**src/rtl/core/dsg_pkg.sv**
```systemverilog
// Shared types, constants and helpers for the DWT subband geometry block.
package dsg_pkg;

	localparam int unsigned COORD_BITS_DEF = 32;
	localparam int unsigned LEVEL_BITS     = 4;
	localparam int unsigned MAX_LEVELS     = 8;
	localparam int unsigned NL_RESET       = 5;

	typedef logic [LEVEL_BITS-1:0] level_t;

	typedef enum logic [1:0] {
		KIND_LL = 2'd0,
		KIND_HL = 2'd1,
		KIND_LH = 2'd2,
		KIND_HH = 2'd3
	} band_kind_t;

	// Load commands from the sequencer to the band datapath.
	typedef struct packed {
		logic       load_root;
		logic       load_band;
		logic       advance;
		band_kind_t kind;
		level_t     level;
		level_t     res;
		logic       last;
	} dsg_cmd_t;

	function automatic logic [1:0] band_gain_of(input band_kind_t kind);
		logic [1:0] g;
		unique case (kind)
			KIND_LL: g = 2'd0;
			KIND_HL: g = 2'd1;
			KIND_LH: g = 2'd1;
			KIND_HH: g = 2'd2;
			default: g = 2'd0;
		endcase
		return g;
	endfunction

endpackage

```
**src/rtl/core/dwt_subband_geometry.sv**
```systemverilog
// Top level of the DWT subband geometry generator.
// One canvas word (corner and size) yields 1 + 4*L band words, L being the level
// register capped at MAX_LEVELS: the root band, then LL, HL, LH and HH of each level,
// with the final word marked by last_band. Words come from an output register at one
// per cycle while the consumer does not stall, the root band being on show from the
// cycle after the canvas is accepted. The input is stalled from the accepting edge
// until the final band word has been taken, and a new canvas can be accepted from the
// cycle after that. Each level is halved from the LL rectangle of the level above in a
// single parent register, which is why one canvas is worked at a time.
module dwt_subband_geometry import dsg_pkg::*; #(
	parameter int unsigned COORD_BITS = COORD_BITS_DEF
) (
	input  logic                  clk,
	input  logic                  arst_n,
	input  logic                  cfg_we,
	input  logic [3:0]            cfg_wdata,
	input  logic                  in_valid,
	output logic                  in_stall,
	input  logic [COORD_BITS-1:0] canvas_x0,
	input  logic [COORD_BITS-1:0] canvas_y0,
	input  logic [COORD_BITS-1:0] canvas_width,
	input  logic [COORD_BITS-1:0] canvas_height,
	output logic                  out_valid,
	input  logic                  out_stall,
	output logic [1:0]            band_kind,
	output logic [3:0]            band_level,
	output logic [3:0]            resolution_level,
	output logic [1:0]            band_gain,
	output logic [COORD_BITS-1:0] band_x0,
	output logic [COORD_BITS-1:0] band_y0,
	output logic [COORD_BITS-1:0] band_width,
	output logic [COORD_BITS-1:0] band_height,
	output logic [COORD_BITS-1:0] layout_offset_x,
	output logic [COORD_BITS-1:0] layout_offset_y,
	output logic                  last_band
);

	dsg_cmd_t cmd;

	dsg_ctrl u_ctrl (
		.clk       (clk),
		.arst_n    (arst_n),
		.cfg_we    (cfg_we),
		.cfg_wdata (cfg_wdata),
		.in_valid  (in_valid),
		.in_stall  (in_stall),
		.out_valid (out_valid),
		.out_stall (out_stall),
		.cmd       (cmd)
	);

	dsg_datapath #(
		.COORD_BITS (COORD_BITS)
	) u_datapath (
		.clk              (clk),
		.cmd              (cmd),
		.canvas_x0        (canvas_x0),
		.canvas_y0        (canvas_y0),
		.canvas_width     (canvas_width),
		.canvas_height    (canvas_height),
		.band_kind        (band_kind),
		.band_level       (band_level),
		.resolution_level (resolution_level),
		.band_gain        (band_gain),
		.band_x0          (band_x0),
		.band_y0          (band_y0),
		.band_width       (band_width),
		.band_height      (band_height),
		.layout_offset_x  (layout_offset_x),
		.layout_offset_y  (layout_offset_y),
		.last_band        (last_band)
	);

endmodule

```
**src/rtl/core/dsg_ctrl.sv**
```systemverilog
// Band sequencer: level register, handshakes and per-band load commands.
module dsg_ctrl import dsg_pkg::*; (
	input  logic     clk,
	input  logic     arst_n,
	input  logic     cfg_we,
	input  level_t   cfg_wdata,
	input  logic     in_valid,
	output logic     in_stall,
	output logic     out_valid,
	input  logic     out_stall,
	output dsg_cmd_t cmd
);

	typedef enum logic {
		ST_IDLE,
		ST_EMIT
	} state_t;

	localparam level_t MAX_LEVELS_L = LEVEL_BITS'(MAX_LEVELS);
	localparam level_t LEVEL_ONE    = LEVEL_BITS'(1);

	state_t     state_q;
	level_t     num_levels_q;
	level_t     nl_q;
	level_t     level_q;
	band_kind_t step_q;

	level_t     nl_in;
	logic       accept;
	logic       take;
	logic       is_last;
	level_t     next_level;
	band_kind_t next_step;

	assign in_stall  = (state_q != ST_IDLE);
	assign out_valid = (state_q == ST_EMIT);
	assign accept    = in_valid && (state_q == ST_IDLE);
	assign take      = (state_q == ST_EMIT) && !out_stall;

	assign nl_in = (num_levels_q > MAX_LEVELS_L) ? MAX_LEVELS_L : num_levels_q;

	// The word on show is the last one once the deepest HH is reached, or the root
	// band alone when no decomposition is asked for.
	assign is_last = (level_q == nl_q) &&
		((level_q == '0) || (step_q == KIND_HH));

	always_comb begin
		if (level_q == '0) begin
			next_level = LEVEL_ONE;
			next_step  = KIND_LL;
		end else if (step_q == KIND_HH) begin
			next_level = level_q + LEVEL_ONE;
			next_step  = KIND_LL;
		end else begin
			next_level = level_q;
			next_step  = band_kind_t'(step_q + 2'd1);
		end
	end

	always_comb begin
		cmd = '0;
		if (accept) begin
			cmd.load_root = 1'b1;
			cmd.kind      = KIND_LL;
			cmd.level     = '0;
			cmd.res       = (nl_in == '0) ? '0 : nl_in + LEVEL_ONE;
			cmd.last      = (nl_in == '0);
		end else begin
			cmd.load_band = take && !is_last;
			cmd.advance   = take && !is_last && (next_step == KIND_HH);
			cmd.kind      = next_step;
			cmd.level     = next_level;
			cmd.res       = ((next_step == KIND_LL) && (next_level == nl_q)) ?
				'0 : nl_q - next_level + LEVEL_ONE;
			cmd.last      = (next_level == nl_q) && (next_step == KIND_HH);
		end
	end

	always_ff @(posedge clk or negedge arst_n) begin
		if (!arst_n) begin
			state_q      <= ST_IDLE;
			num_levels_q <= LEVEL_BITS'(NL_RESET);
			nl_q         <= '0;
			level_q      <= '0;
			step_q       <= KIND_LL;
		end else begin
			if (cfg_we) begin
				num_levels_q <= cfg_wdata;
			end
			unique case (state_q)
				ST_IDLE: begin
					if (in_valid) begin
						state_q <= ST_EMIT;
						nl_q    <= nl_in;
						level_q <= '0;
						step_q  <= KIND_LL;
					end
				end
				ST_EMIT: begin
					if (take) begin
						if (is_last) begin
							state_q <= ST_IDLE;
						end else begin
							level_q <= next_level;
							step_q  <= next_step;
						end
					end
				end
				default: state_q <= ST_IDLE;
			endcase
		end
	end

endmodule

```
**src/rtl/core/dsg_datapath.sv**
```systemverilog
// Parent LL rectangle, child band arithmetic and the output word register.
module dsg_datapath import dsg_pkg::*; #(
	parameter int unsigned COORD_BITS = COORD_BITS_DEF
) (
	input  logic                  clk,
	input  dsg_cmd_t              cmd,
	input  logic [COORD_BITS-1:0] canvas_x0,
	input  logic [COORD_BITS-1:0] canvas_y0,
	input  logic [COORD_BITS-1:0] canvas_width,
	input  logic [COORD_BITS-1:0] canvas_height,
	output logic [1:0]            band_kind,
	output level_t                band_level,
	output level_t                resolution_level,
	output logic [1:0]            band_gain,
	output logic [COORD_BITS-1:0] band_x0,
	output logic [COORD_BITS-1:0] band_y0,
	output logic [COORD_BITS-1:0] band_width,
	output logic [COORD_BITS-1:0] band_height,
	output logic [COORD_BITS-1:0] layout_offset_x,
	output logic [COORD_BITS-1:0] layout_offset_y,
	output logic                  last_band
);

	localparam int unsigned CW = COORD_BITS;
	localparam int unsigned EW = COORD_BITS + 1;

	logic [CW-1:0] px0_q, py0_q, pw_q, ph_q;

	logic          hx, hy;
	logic [EW-1:0] sum_x, sum_y, sum_llw, sum_llh, sum_hw, sum_hh;
	logic [CW-1:0] llx, lly, llw, llh, hix, hiy, hw, hh;
	logic [CW-1:0] nx, ny, nw, nh, nox, noy;

	assign hx = px0_q[0];
	assign hy = py0_q[0];

	// Sums are one bit wider so that an odd value at the top of the range cannot wrap.
	assign sum_x   = {1'b0, px0_q} + EW'(1);
	assign sum_y   = {1'b0, py0_q} + EW'(1);
	assign sum_llw = {1'b0, pw_q} + EW'(!hx);
	assign sum_llh = {1'b0, ph_q} + EW'(!hy);
	assign sum_hw  = {1'b0, pw_q} + EW'(hx);
	assign sum_hh  = {1'b0, ph_q} + EW'(hy);

	assign llx = sum_x[CW:1];
	assign lly = sum_y[CW:1];
	assign llw = sum_llw[CW:1];
	assign llh = sum_llh[CW:1];
	assign hw  = sum_hw[CW:1];
	assign hh  = sum_hh[CW:1];
	assign hix = {1'b0, px0_q[CW-1:1]};
	assign hiy = {1'b0, py0_q[CW-1:1]};

	always_comb begin
		case (cmd.kind)
			KIND_LL: begin
				nx = llx; ny = lly; nw = llw; nh = llh; nox = '0;  noy = '0;
			end
			KIND_HL: begin
				nx = hix; ny = lly; nw = hw;  nh = llh; nox = llw; noy = '0;
			end
			KIND_LH: begin
				nx = llx; ny = hiy; nw = llw; nh = hh;  nox = '0;  noy = llh;
			end
			default: begin
				nx = hix; ny = hiy; nw = hw;  nh = hh;  nox = llw; noy = llh;
			end
		endcase
	end

	always_ff @(posedge clk) begin
		if (cmd.load_root) begin
			px0_q <= canvas_x0;
			py0_q <= canvas_y0;
			pw_q  <= canvas_width;
			ph_q  <= canvas_height;
		end else if (cmd.advance) begin
			// The HH word goes out from the old parent while its LL becomes the next parent.
			px0_q <= llx;
			py0_q <= lly;
			pw_q  <= llw;
			ph_q  <= llh;
		end
	end

	always_ff @(posedge clk) begin
		if (cmd.load_root || cmd.load_band) begin
			band_kind        <= cmd.kind;
			band_level       <= cmd.level;
			resolution_level <= cmd.res;
			band_gain        <= band_gain_of(cmd.kind);
			last_band        <= cmd.last;
		end
		if (cmd.load_root) begin
			band_x0         <= canvas_x0;
			band_y0         <= canvas_y0;
			band_width      <= canvas_width;
			band_height     <= canvas_height;
			layout_offset_x <= '0;
			layout_offset_y <= '0;
		end else if (cmd.load_band) begin
			band_x0         <= nx;
			band_y0         <= ny;
			band_width      <= nw;
			band_height     <= nh;
			layout_offset_x <= nox;
			layout_offset_y <= noy;
		end
	end

endmodule

```
**config.mk**
```make
export PLATFORM = sky130hd
export DESIGN_NAME = dwt_subband_geometry
export DESIGN_NICKNAME = d
export VERILOG_FILES = /design/src/rtl/core/dsg_pkg.sv /design/src/rtl/core/dwt_subband_geometry.sv /design/src/rtl/core/dsg_ctrl.sv /design/src/rtl/core/dsg_datapath.sv
export SDC_FILE = /design/constraint.sdc
export NUM_CORES = 1
export LEC_CHECK = 0
export BUFFER_PORTS_ARGS = -buffer_cell sky130_fd_sc_hd__buf_4
export CORE_MARGIN = 2
export CORE_UTILIZATION = 25
export CTS_CLUSTER_DIAMETER = 200
export DETAILED_ROUTE_END_ITERATION = 16
export SETUP_SLACK_MARGIN = 0.4
export SYNTH_ARGS = -nofsm -noshare
export SYNTH_HDL_FRONTEND = slang
export SYNTH_SLANG_ARGS = --single-unit
```
**constraint.sdc**
```tcl
create_clock -name clk -period 13.5 [get_ports clk]
set_clock_uncertainty 0.15 [all_clocks]
set_input_delay 1.35 -clock clk [delete_from_list [all_inputs] [get_ports clk]]
set_output_delay 1.35 -clock clk [all_outputs]
set_load 0.01 [all_outputs]
```
==> flow_summary.ini, run 1 <==
[run_status]
result_of_the_run = completed

[final_layout]
synthToLayoutAreaGrowth_pct = 26.8
layout.core_utilization = 0.320
nets = 2244
final_layout_size_suffix_gt1_frac = 0.212
number_of_antenna_diodes = 0
filler_cell_count = 7394

[clocking]
cts_root_buffer_type = sky130_fd_sc_hd__clkbuf_16
numClockSinks = 348
cts_resized = 0
cts_inserted_buffers = 43
cts-htree-levels = 2
cts-hold-fix-buffers = 0
clk_pin_slew_ns = 0.06
cts_tree = done
cts.repair_timing.setup_buffer_count = 0
clock_latency_ns = 0.56
cts_buffer_depth = 3

[die]
core.rowCount = 98
ios = 344
die_w_um = 273
die_y_um = 273
die-area_um2 = 74600
effective_utilization_at_floorplan = 0.253
fp.coreArea_um2 = 71600

[routing]
post_drt_via_cell_ratio = 4.94
drt-pass1-iter-count = 5
final_antenna_net_count = 0
remaining_drc_errors = 0
vias = 15200
drt-wirelength-per-cell_um = 19.8
finalWirelength_um = 60900
drt-initial-drc-count = 1402

[timing]
min_period_ns = 5.38
relSlewSlack = 0.0691
setup-tns-final_ns = 0
slew_viol_final = 0
final.period_utilization = 0.399
setup_viol = 0
worst_pin_slew_ns = 1.39
finalHoldViolCount = 0
fmax_mhz = 186
grt_setup_unrepaired = false

[setup_path]
crit_required_ns = 13.74
crit_fanout = 220
timing.critical_path.slowest_stage_cell = sky130_fd_sc_hd__a2111oi_4
cp_slowest_stage_delay_ns = 0.83
cp-start-kind = input port
sort_of_element_at_the_end_of_the_critical_path = register
critical_path.cell_chain = buf_4 -> nand2b_4 -> buf_12 -> nand3_1 -> ha_1 -> or3b_4 -> a2111oi_4 -> nand4_2 -> or3_1 -> a31oi_1
worstSetupPathType = input port to register
arrival_ns = 5.62

[place]
input_output_buffers = 343
finalWeightedCongestion = 0.875
dpl.hpwl_um = 43600

[job]
cap_violations = 0

[synth]
yosysWarnings = 0
syn_area_per_cell_um2 = 10.0
flop_and_latch_count_out_of_synthesis = 348
synth_top_cell_by_area = sky130_fd_sc_hd__edfxtp_1
synth_compound_gate_area_share = 0.115
synth_top_area_share = 0.446
post_synth_fa_ha_maj_area_fraction = 0.0142
post_synth_instance_area_um2 = 18100
syn_nets = 1965
netlist-cell-type-count = 65
simple_gate_area_share_of_the_yosys_netlist = 0.186
synth_enable_flop_cells = 269
sequential_area_share_after_synthesis = 0.538
synthTopCellsByArea = sky130_fd_sc_hd__edfxtp_1 45%, sky130_fd_sc_hd__dfxtp_1 7.1%, sky130_fd_sc_hd__xor2_1 6.3%
yosys_most_used_dff = sky130_fd_sc_hd__edfxtp_1
async_flop_share = 0.0431
postSynthCellCount = 1808
largest_family_of_logic_cells_by_synthesized_area = simple AND/OR/NAND/NOR gates
muxShareOfSynthArea = 0.00691
post_synth_xor_area_fraction = 0.110

[global_route]
grt_max_degree = 221
sum_of_overflow_across_all_layers_after_global_routing = 0
via_count_of_the_first_global_routing_pass = 14900
number_of_antenna_violations_at_the_first_check_in_global_routing = 4
global_route.usage.total = 0.158
global_route_wire_length_before_repair_um = 91200

[pwr]
total_power_mw = 5.03
power_density_nw_per_um2 = 219
worst_ir_drop_vdd_mv = 0.104
power_leakage_nw = 8.11

[hold_path]
holdCritPathClass = register to register
[placed cells by master (no fill, tap or decap), types with 3 or more instances in the layout]
cell type                    synthesis  layout
sky130_fd_sc_hd__nor2_1            183     183
sky130_fd_sc_hd__mux2i_1             8       8
sky130_fd_sc_hd__nand2b_1            7       6
sky130_fd_sc_hd__clkbuf_16           0      46
sky130_fd_sc_hd__bufinv_16           0       3
sky130_fd_sc_hd__clkinv_2            0       6
sky130_fd_sc_hd__a22o_1              3       3
sky130_fd_sc_hd__nand2_1           174     174
sky130_fd_sc_hd__xnor2_1            94      94
sky130_fd_sc_hd__o21ai_0            78      77
sky130_fd_sc_hd__or3_1              25      25
sky130_fd_sc_hd__and2_1             12      12
sky130_fd_sc_hd__o211ai_1            8       8
sky130_fd_sc_hd__edfxtp_1          269     269
sky130_fd_sc_hd__mux2_2              4       4
sky130_fd_sc_hd__or2_2               5       5
sky130_fd_sc_hd__nor4_1             29      29
sky130_fd_sc_hd__o31ai_1             8       8
sky130_fd_sc_hd__a21oi_1           221     221
sky130_fd_sc_hd__dfxtp_1            64      64
sky130_fd_sc_hd__and3_1             18      18
sky130_fd_sc_hd__nand3_1            65      65
sky130_fd_sc_hd__clkbuf_1          110      16
sky130_fd_sc_hd__nor3_1             33      33
sky130_fd_sc_hd__inv_1              17      16
sky130_fd_sc_hd__nand4b_1            4       4
sky130_fd_sc_hd__or4_1               6       6
sky130_fd_sc_hd__dfrtp_1            13      13
sky130_fd_sc_hd__o21ai_1            23      22
sky130_fd_sc_hd__xor2_1            130     130
sky130_fd_sc_hd__clkinvlp_4          0       3
sky130_fd_sc_hd__nand4_1            76      76
sky130_fd_sc_hd__buf_4               1     357
sky130_fd_sc_hd__and4_1             20      20
sky130_fd_sc_hd__ha_1               19      19
sky130_fd_sc_hd__a31oi_1            22      22
[path summary, 6_finish.rpt]
check                           cells past startpoint  slack (ns)                      startpoint                             end
worst min-delay path                                2        0.30  u_datapath.layout_offset_y[14]  u_datapath.layout_offset_y[14]
worst min register to register                      2        0.30  u_datapath.layout_offset_y[14]  u_datapath.layout_offset_y[14]
worst max register to register                      9        8.47                 u_ctrl.in_stall      u_datapath.band_height[28]
min in group asynchronous                           1        0.49                          arst_n               u_ctrl.level_q[2]
max in group asynchronous                           1       12.46                          arst_n          u_ctrl.num_levels_q[0]
worst max-delay path                               10        8.12                        in_valid      u_datapath.band_height[28]
[critical path: cells and delay by family]
family / cells / cell delay, ns
simple gates: 5 / 1.88
compound gates: 2 / 1.00
buf+inv: 2 / 0.65
fa+ha+maj: 1 / 0.33
[flip-flops by register name, indices dropped and copies added, names as in the netlist, 2 cells and up]
name and cells:
u_ctrl.level_q 4, u_ctrl.nl_q 4, u_ctrl.num_levels_q 4, u_ctrl.step_q 2, u_datapath.band_gain 2, u_datapath.band_height 32
u_datapath.band_kind 2, u_datapath.band_level 4, u_datapath.band_width 32, u_datapath.band_x0 32, u_datapath.band_y0 32, u_datapath.layout_offset_x 32
u_datapath.layout_offset_y 32, u_datapath.ph_q 32, u_datapath.pw_q 32, u_datapath.px0_q 32, u_datapath.py0_q 32, u_datapath.resolution_level 4
[Yosys cell counts (3+ instances only)]
| library cell | count |
|---|---|
| sky130_fd_sc_hd__a21oi_1 | 221 |
| sky130_fd_sc_hd__a22o_1 | 3 |
| sky130_fd_sc_hd__a31oi_1 | 22 |
| sky130_fd_sc_hd__and2_1 | 12 |
| sky130_fd_sc_hd__and3_1 | 18 |
| sky130_fd_sc_hd__and4_1 | 20 |
| sky130_fd_sc_hd__buf_2 | 11 |
| sky130_fd_sc_hd__clkbuf_1 | 110 |
| sky130_fd_sc_hd__dfrtp_1 | 13 |
| sky130_fd_sc_hd__dfxtp_1 | 64 |
| sky130_fd_sc_hd__edfxtp_1 | 269 |
| sky130_fd_sc_hd__ha_1 | 19 |
| sky130_fd_sc_hd__inv_1 | 17 |
| sky130_fd_sc_hd__mux2_2 | 4 |
| sky130_fd_sc_hd__mux2i_1 | 8 |
| sky130_fd_sc_hd__nand2_1 | 174 |
| sky130_fd_sc_hd__nand2b_1 | 7 |
| sky130_fd_sc_hd__nand3_1 | 65 |
| sky130_fd_sc_hd__nand4_1 | 76 |
| sky130_fd_sc_hd__nand4b_1 | 4 |
| sky130_fd_sc_hd__nor2_1 | 183 |
| sky130_fd_sc_hd__nor2b_1 | 3 |
| sky130_fd_sc_hd__nor3_1 | 33 |
| sky130_fd_sc_hd__nor4_1 | 29 |
| sky130_fd_sc_hd__o211ai_1 | 8 |
| sky130_fd_sc_hd__o21ai_0 | 78 |
| sky130_fd_sc_hd__o21ai_1 | 23 |
| sky130_fd_sc_hd__o31ai_1 | 8 |
| sky130_fd_sc_hd__or2_2 | 5 |
| sky130_fd_sc_hd__or3_1 | 25 |
| sky130_fd_sc_hd__or4_1 | 6 |
| sky130_fd_sc_hd__xnor2_1 | 94 |
| sky130_fd_sc_hd__xor2_1 | 130 |
[cell families (layout without fill, tap and decap cells)]
logic type | Yosys count | after routing
AO/OA/AOI/OAI | 382 | 382
XOR/XNOR | 225 | 225
adder cells (fa/ha/maj) | 20 | 20
buffers and inverters | 141 | 453
flip-flops | 348 | 348
multiplexers | 12 | 12
AND/OR/NAND/NOR | 680 | 680
[area by class of cell]
cell class / instances / area, um^2 / share of cell area
Timing Repair Buffer: 358 / 2700 / 0.118
Inverter: 17 / 68.8 / 0.00300
Tap cell: 950 / 1190 / 0.0518
Multi-Input combinational cell: 1319 / 7860 / 0.343
Sequential cell: 348 / 9740 / 0.424
Clock buffer: 64 / 1240 / 0.0540
Clock inverter: 14 / 150 / 0.00654
[metal layers]
metal  track usage  part of all wire
met2         0.255              0.46
met1         0.213              0.44
met3        0.0395             0.084
met5             0           0.00099
met4        0.0342             0.017
[through the flow]
stage / setup slack [ns] / hold slack (ns) / std cells / cell area (um^2)
3_3_place_gp: 7.74 / 0.289 / 2992 / 21600
2_1_floorplan: 1.61 / 0.324 / 1808 / 18100
3_5_place_dp: 7.71 / 0.294 / 2992 / 21600
4_1_cts: 8.26 / 0.302 / 3070 / 22900
5_1_grt: 7.99 / 0.317 / 3070 / 22900
6_report: 8.12 / 0.300 / 3070 / 22900
[where the power goes]
group,internal (mW),switching (mW)
clock,0.692,0.474
sequential,1.74,0.341
combinational,0.706,1.08
Power figures use the tool's default switching activity.
==> run 2: changes to the inputs <==
ABC_AREA = 1   (was default)
clock period = 5.6 ns   (was 13.5 ns; I/O delays follow)
==> flow_summary.ini, run 2 <==
[die]
ios = 344
die_y_um = 284
core.rowCount = 102
die_w_um = 284
die-area_um2 = 80900
fp.coreArea_um2 = 77600
effective_utilization_at_floorplan = 0.253

[routing]
final_antenna_net_count = 0
finalWirelength_um = 73100
drt-wirelength-per-cell_um = 18.7
post_drt_via_cell_ratio = 4.69
drt-initial-drc-count = 1619
remaining_drc_errors = 0
drt-pass1-iter-count = 6
vias = 18300

[pwr]
seq_power_share = 0.364
clock_power_share = 0.203
power_density_nw_per_um2 = 567
power.combinational.fraction = 0.433
switching_share = 0.420
intPower_mw = 8.14
power_leakage_nw = 10.8
switchingPower_mw = 5.90
worst_ir_drop_vdd_mv = 0.262

[place]
dpl.hpwl_um = 54600
placedCellCount = 3828
input_output_buffers = 343
finalWeightedCongestion = 0.942

[clocking]
cts_tree = done
cts_buffer_depth = 3
cts_inserted_buffers = 43
cts_root_buffer_type = sky130_fd_sc_hd__clkbuf_16
numClockSinks = 348
cts-htree-levels = 2
clock_latency_ns = 0.58
cts.repair_timing.setup_buffer_count = 0
clk_pin_slew_ns = 0.06

[synth]
sequential_area_share_after_synthesis = 0.495
yosys_most_used_dff = sky130_fd_sc_hd__edfxtp_1
flop_and_latch_count_out_of_synthesis = 348
synth_top_area_share = 0.411
cell_with_the_most_instances_after_synthesis = sky130_fd_sc_hd__nand2_1
postSynthCellCount = 2512
synth_top_cell_by_area = sky130_fd_sc_hd__edfxtp_1
synth_enable_flop_cells = 269
syn_area_per_cell_um2 = 7.83
synth_common_cells = 921 x sky130_fd_sc_hd__nand2_1, 269 x sky130_fd_sc_hd__edfxtp_1, 243 x sky130_fd_sc_hd__nand3_1, 242 x sky130_fd_sc_hd__inv_1, 212 x sky130_fd_sc_hd__nor2_1
yosysWarnings = 0
async_flop_share = 0.0431
post_synth_instance_area_um2 = 19700
netlist-cell-type-count = 42
synthTopCellsByArea = sky130_fd_sc_hd__edfxtp_1 41%, sky130_fd_sc_hd__nand2_1 18%, sky130_fd_sc_hd__dfxtp_1 6.5%
syn_nets = 2669

[hold_path]
hold_path.startpoint = cfg_wdata[3]
holdCritPathClass = input port to register

[timing]
fmax_mhz = 264
min_period_ns = 3.79
grt_setup_unrepaired = false
worst_pin_slew_ns = 1.06
setup_viol = 0
relSlewSlack = 0.290
slew_viol_final = 0
finalHoldViolCount = 0
final.period_utilization = 0.676
setup-tns-final_ns = 0

[setup_path]
sort_of_element_at_the_end_of_the_critical_path = register
cp-start-kind = register
worstSetupPathType = register to register
crit_fanout = 30
crit_required_ns = 5.93
arrival_ns = 4.11
regToRegStartpoint = u_ctrl.level_q[0]
timing.critical_path.from = u_ctrl.level_q[0]

[final_layout]
layout.cells.non_filler = 3904
nets = 2991
filler_cell_count = 8348
mostFrequentLayoutCells = 920 x sky130_fd_sc_hd__nand2_1, 359 x sky130_fd_sc_hd__buf_4, 269 x sky130_fd_sc_hd__edfxtp_1
number_of_antenna_diodes = 0
final_layout_size_suffix_gt1_frac = 0.167
layout_commonest_cell = sky130_fd_sc_hd__nand2_1
synthToLayoutAreaGrowth_pct = 25.9

[global_route]
grt_max_degree = 116
global_route.usage.total = 0.176
via_count_of_the_first_global_routing_pass = 17600
sum_of_overflow_across_all_layers_after_global_routing = 0
number_of_antenna_violations_at_the_first_check_in_global_routing = 5
global_route_wire_length_before_repair_um = 110000

[run_status]
result_of_the_run = completed

[job]
cap_violations = 0
==> run 2: changes by cell type after synthesis, moves of 55 or more <==
cell                       delta
sky130_fd_sc_hd__nand2_1    +747
sky130_fd_sc_hd__inv_1      +225
sky130_fd_sc_hd__a21oi_1    -207
sky130_fd_sc_hd__nand3_1    +178
sky130_fd_sc_hd__clkbuf_1    -82
sky130_fd_sc_hd__xnor2_1     -79
sky130_fd_sc_hd__nand4_1     -55
sky130_fd_sc_hd__o21ai_0     +55
==> run 2: metrics by stage <==
| stage | total power [mW] | utilization | setup slack (ns) | cell area (um^2) | hold WS [ns] |
|---|---|---|---|---|---|
| floorplan | 8.46 | - | 1.57 | 19700 | 0.114 |
| global placement | 11.3 | 0.301 | 1.90 | 23300 | 0.287 |
| detailed placement | 11.3 | 0.301 | 1.74 | 23300 | 0.289 |
| CTS | 14.2 | 0.319 | 1.74 | 24800 | 0.00510 |
| global route | 15.0 | 0.319 | 1.32 | 24800 | 0.0342 |
| finish | 14.0 | 0.319 | 1.81 | 24800 | 0.0373 |
==> run 2: worst max-delay path, cell delays in order (launching register included) <==
cell and delay (ns):
sky130_fd_sc_hd__dfrtp_1 0.43, sky130_fd_sc_hd__inv_1 0.11, sky130_fd_sc_hd__ha_1 0.22, sky130_fd_sc_hd__nand3_2 0.14, sky130_fd_sc_hd__inv_1 0.07, sky130_fd_sc_hd__nor2_1 0.12, sky130_fd_sc_hd__inv_1 0.07, sky130_fd_sc_hd__nor2_1 0.31
sky130_fd_sc_hd__inv_1 0.12, sky130_fd_sc_hd__ha_1 0.21, sky130_fd_sc_hd__nor2_2 0.17, sky130_fd_sc_hd__buf_4 0.36, sky130_fd_sc_hd__nand3_1 0.78, sky130_fd_sc_hd__o21ai_0 0.41
==> run 2: worst paths after layout <==
| path | end | depth (start not counted) | slack, ns |
|---|---|---|---|
| min | u_ctrl.num_levels_q[3] | 3 | 0.04 |
| max | u_datapath.layout_offset_y[20] | 13 | 1.81 |
| max reg2reg | u_datapath.layout_offset_y[20] | 13 | 1.81 |
| min reg2reg | u_datapath.layout_offset_x[19] | 2 | 0.32 |
| max in group asynchronous | u_ctrl.num_levels_q[2] | 2 | 4.80 |
| min in group asynchronous | u_ctrl.nl_q[2] | 2 | 0.24 |
==> run 2: area by class of cell <==
class	instances	area (um^2)	area share
repair buffers	362	2750	0.111
flip-flops and latches	348	9740	0.393
clock inverters	13	151	0.00612
inverters	248	938	0.0379
multi-input cells	1831	8630	0.349
well taps	1040	1300	0.0526
clock buffers	62	1250	0.0505
==> run 2: layer usage <==
| metal | vias to the layer above | share of wire | global-route usage |
|---|---|---|---|
| li1 | 8885 | - | - |
| met1 | 8674 | 0.46 | 0.247 |
| met2 | 643 | 0.44 | 0.271 |
| met3 | 97 | 0.081 | 0.0424 |
| met4 | 4 | 0.021 | 0.0429 |
| met5 | - | 0.00023 | 0 |
==> run 2: logic make-up after synthesis <==
logic type      Yosys count  share of synthesized area
xor+xnor                 91                     0.0405
compound gates          248                     0.0715
fa+ha+maj                20                     0.0131
simple gates           1472                      0.312
flops                   348                      0.495
buf+inv                 333                     0.0678
==> run 2: what timing repair did <==
action / 4_1_cts / 5_1_grt
endpoints found under the hold margin: 15 / 0
hold buffers: 1 / 0
setup endpoints to repair: 0 / 0
resized for setup: 0 / 0
==> run 2: power groups by stage <==
stage / Combinational [mW] / Sequential, mW / Clock (mW)
finish: 6.07 / 5.11 / 2.85
global route: 6.79 / 5.22 / 3.00
CTS: 6.20 / 5.12 / 2.91
detailed placement: 6.17 / 5.15 / 0
global placement: 6.11 / 5.17 / 0
floorplan: 3.19 / 5.27 / 0
==> run 3: changes to the inputs <==
clock period = 3.7 ns   (was 5.6 ns; I/O delays follow)
==> flow_summary.ini, run 3 (synthesis results as in run 2) <==
[run_status]
result_of_the_run = completed

[die]
ios = 344
fp.coreArea_um2 = 77600
core.rowCount = 102
die_w_um = 284
die-area_um2 = 80900
die_y_um = 284
effective_utilization_at_floorplan = 0.253

[place]
dpl.hpwl_um = 55000
finalWeightedCongestion = 0.934
input_output_buffers = 343
place_ws_ns = 0.392

[clocking]
cts_inserted_buffers = 43
cts-htree-levels = 2
cts_root_buffer_type = sky130_fd_sc_hd__clkbuf_16
clock_latency_ns = 0.58
numClockSinks = 348
cts_buffer_depth = 3
clk_pin_slew_ns = 0.06
cts_tree = done

[timing]
worst_pin_slew_ns = 0.998
final.period_utilization = 0.800
slew_viol_final = 0
fin_worst_hold_slack_ns = 0.0351
setup-tns-final_ns = 0
layout_setup_ws_ns = 0.739
min_period_ns = 2.96
fmax_mhz = 338
relSlewSlack = 0.335
grt_setup_unrepaired = false
finalHoldViolCount = 0
setup_viol = 0

[hold_path]
hold-path-cell-count = 3
holdCritPathClass = input port to register

[global_route]
via_count_of_the_first_global_routing_pass = 18400
global_route.usage.met2 = 0.282
number_of_antenna_violations_at_the_first_check_in_global_routing = 0
global_route.usage.total = 0.178
use_met1 = 0.240
grt_max_degree = 88
sum_of_overflow_across_all_layers_after_global_routing = 0
global_route_wire_length_before_repair_um = 111000
layer_with_the_highest_usage = met2
globalRouteMet3Util = 0.0482

[final_layout]
mostFrequentLayoutCells = 919 x sky130_fd_sc_hd__nand2_1, 368 x sky130_fd_sc_hd__buf_4, 269 x sky130_fd_sc_hd__edfxtp_1
layout.core_utilization = 0.337
final_layout_size_suffix_gt1_frac = 0.167
synthToLayoutAreaGrowth_pct = 32.8
layout_commonest_cell = sky130_fd_sc_hd__nand2_1
nets = 3121
number_of_antenna_diodes = 0

[setup_path]
arrival_ns = 3.14
critical_path.cell_chain = inv_2 -> ha_4 -> nand3_4 -> inv_1 -> nor2_1 -> inv_1 -> nor2_1 -> inv_1 -> ha_1 -> nor2_2 -> buf_6 -> nor2_1 -> buf_4 -> a21o_1
crit_fanout = 30
worst-r2r-cell-count = 14
timing.critical_path.slowest_stage_cell = sky130_fd_sc_hd__dfrtp_1
cp_slowest_stage_delay_ns = 0.46
worstSetupPathType = register to register
crit_required_ns = 3.88
cp-start-kind = register
sort_of_element_at_the_end_of_the_critical_path = register

[pwr]
total_power_mw = 21.6
power.combinational.fraction = 0.445
worst_ir_drop_vdd_mv = 0.465
power_density_nw_per_um2 = 828
intPower_mw = 12.6
switchingPower_mw = 9.07
seq_power_share = 0.358
clock_power_share = 0.197
power_leakage_nw = 11.4
switching_share = 0.419

[routing]
finalWirelength_um = 74000
drt-pass1-iter-count = 6
post_drt_via_cell_ratio = 4.60
final_antenna_net_count = 0
drt-wirelength-per-cell_um = 18.3
remaining_drc_errors = 0
drt-initial-drc-count = 1603
vias = 18600

[job]
cap_violations = 0
run 3: changes by cell type in the layout (fill, tap and decap cells not counted), moves of 4 or more:
| cell | previous run | this run |
|---|---|---|
| sky130_fd_sc_hd__clkbuf_8 | 6 | 1 |
| sky130_fd_sc_hd__buf_12 | 2 | 8 |
| sky130_fd_sc_hd__buf_4 | 359 | 368 |
| sky130_fd_sc_hd__inv_1 | 242 | 238 |
| sky130_fd_sc_hd__clkinv_1 | 1 | 5 |
| sky130_fd_sc_hd__dlygate4sd3_1 | 1 | 114 |
run 3: timing repair:
| item | in CTS | in global routing |
|---|---|---|
| endpoints found under the setup margin | 0 | 35 |
| hold buffers | 114 | 0 |
| gates resized for setup | 0 | 6 |
| setup buffers | 0 | 4 |
| endpoints found under the hold margin | 169 | 0 |
run 3: layer usage:
metal,vias up,wire [um]
li1,9157,-
met1,8751,33700
met2,587,33200
met3,90,5650
met4,0,1450
met5,-,0
run 3: critical path, delay by kind of cell, from the launching register on:
family	cells	cell delay, ns
DFF	1	0.46
AOI/OAI and AO/OA	1	0.21
buffers and inverters	6	0.84
and+or+nand+nor	5	0.68
adders and majority gates	2	0.36
run 3: power by group through the flow:
stage               registers (mW)  logic [mW]  clock network, mW
floorplan                     7.97        4.86                  0
global placement              7.83        9.42                  0
detailed placement            7.78        9.49                  0
CTS                           7.75        9.61               4.37
global route                  7.90        10.7               4.52
finish                        7.75        9.62               4.27
run 3: final cells by class:
type	instances	area, um^2
inverters	248	942
repair inverters	1	7.51
well taps	1040	1300
flip-flops and latches	348	9740
fillers	8263	51500
clock inverters	19	175
clock buffers	60	1210
multi-input cells	1831	8660
repair buffers	491	4080
run 3: worst paths after layout:
path	start	to	slack [ns]
setup / recovery	u_ctrl.level_q[0]	u_datapath.band_y0[30]	0.74
hold / removal	canvas_width[31]	u_datapath.pw_q[31]	0.04
setup reg to reg	u_ctrl.level_q[0]	u_datapath.band_y0[30]	0.74
hold reg to reg	u_datapath.layout_offset_y[28]	u_datapath.layout_offset_y[28]	0.32
max in group asynchronous	arst_n	u_ctrl.num_levels_q[2]	3.09
min in group asynchronous	arst_n	u_ctrl.level_q[1]	0.05
run 3: stage by stage:
| step | std cells | cell area [um^2] |
|---|---|---|
| CTS | 4033 | 26000 |
| global route | 4038 | 26100 |
| detailed placement | 3840 | 23500 |
| floorplan | 2512 | 19700 |
| finish | 4038 | 26100 |
| global placement | 3840 | 23500 |
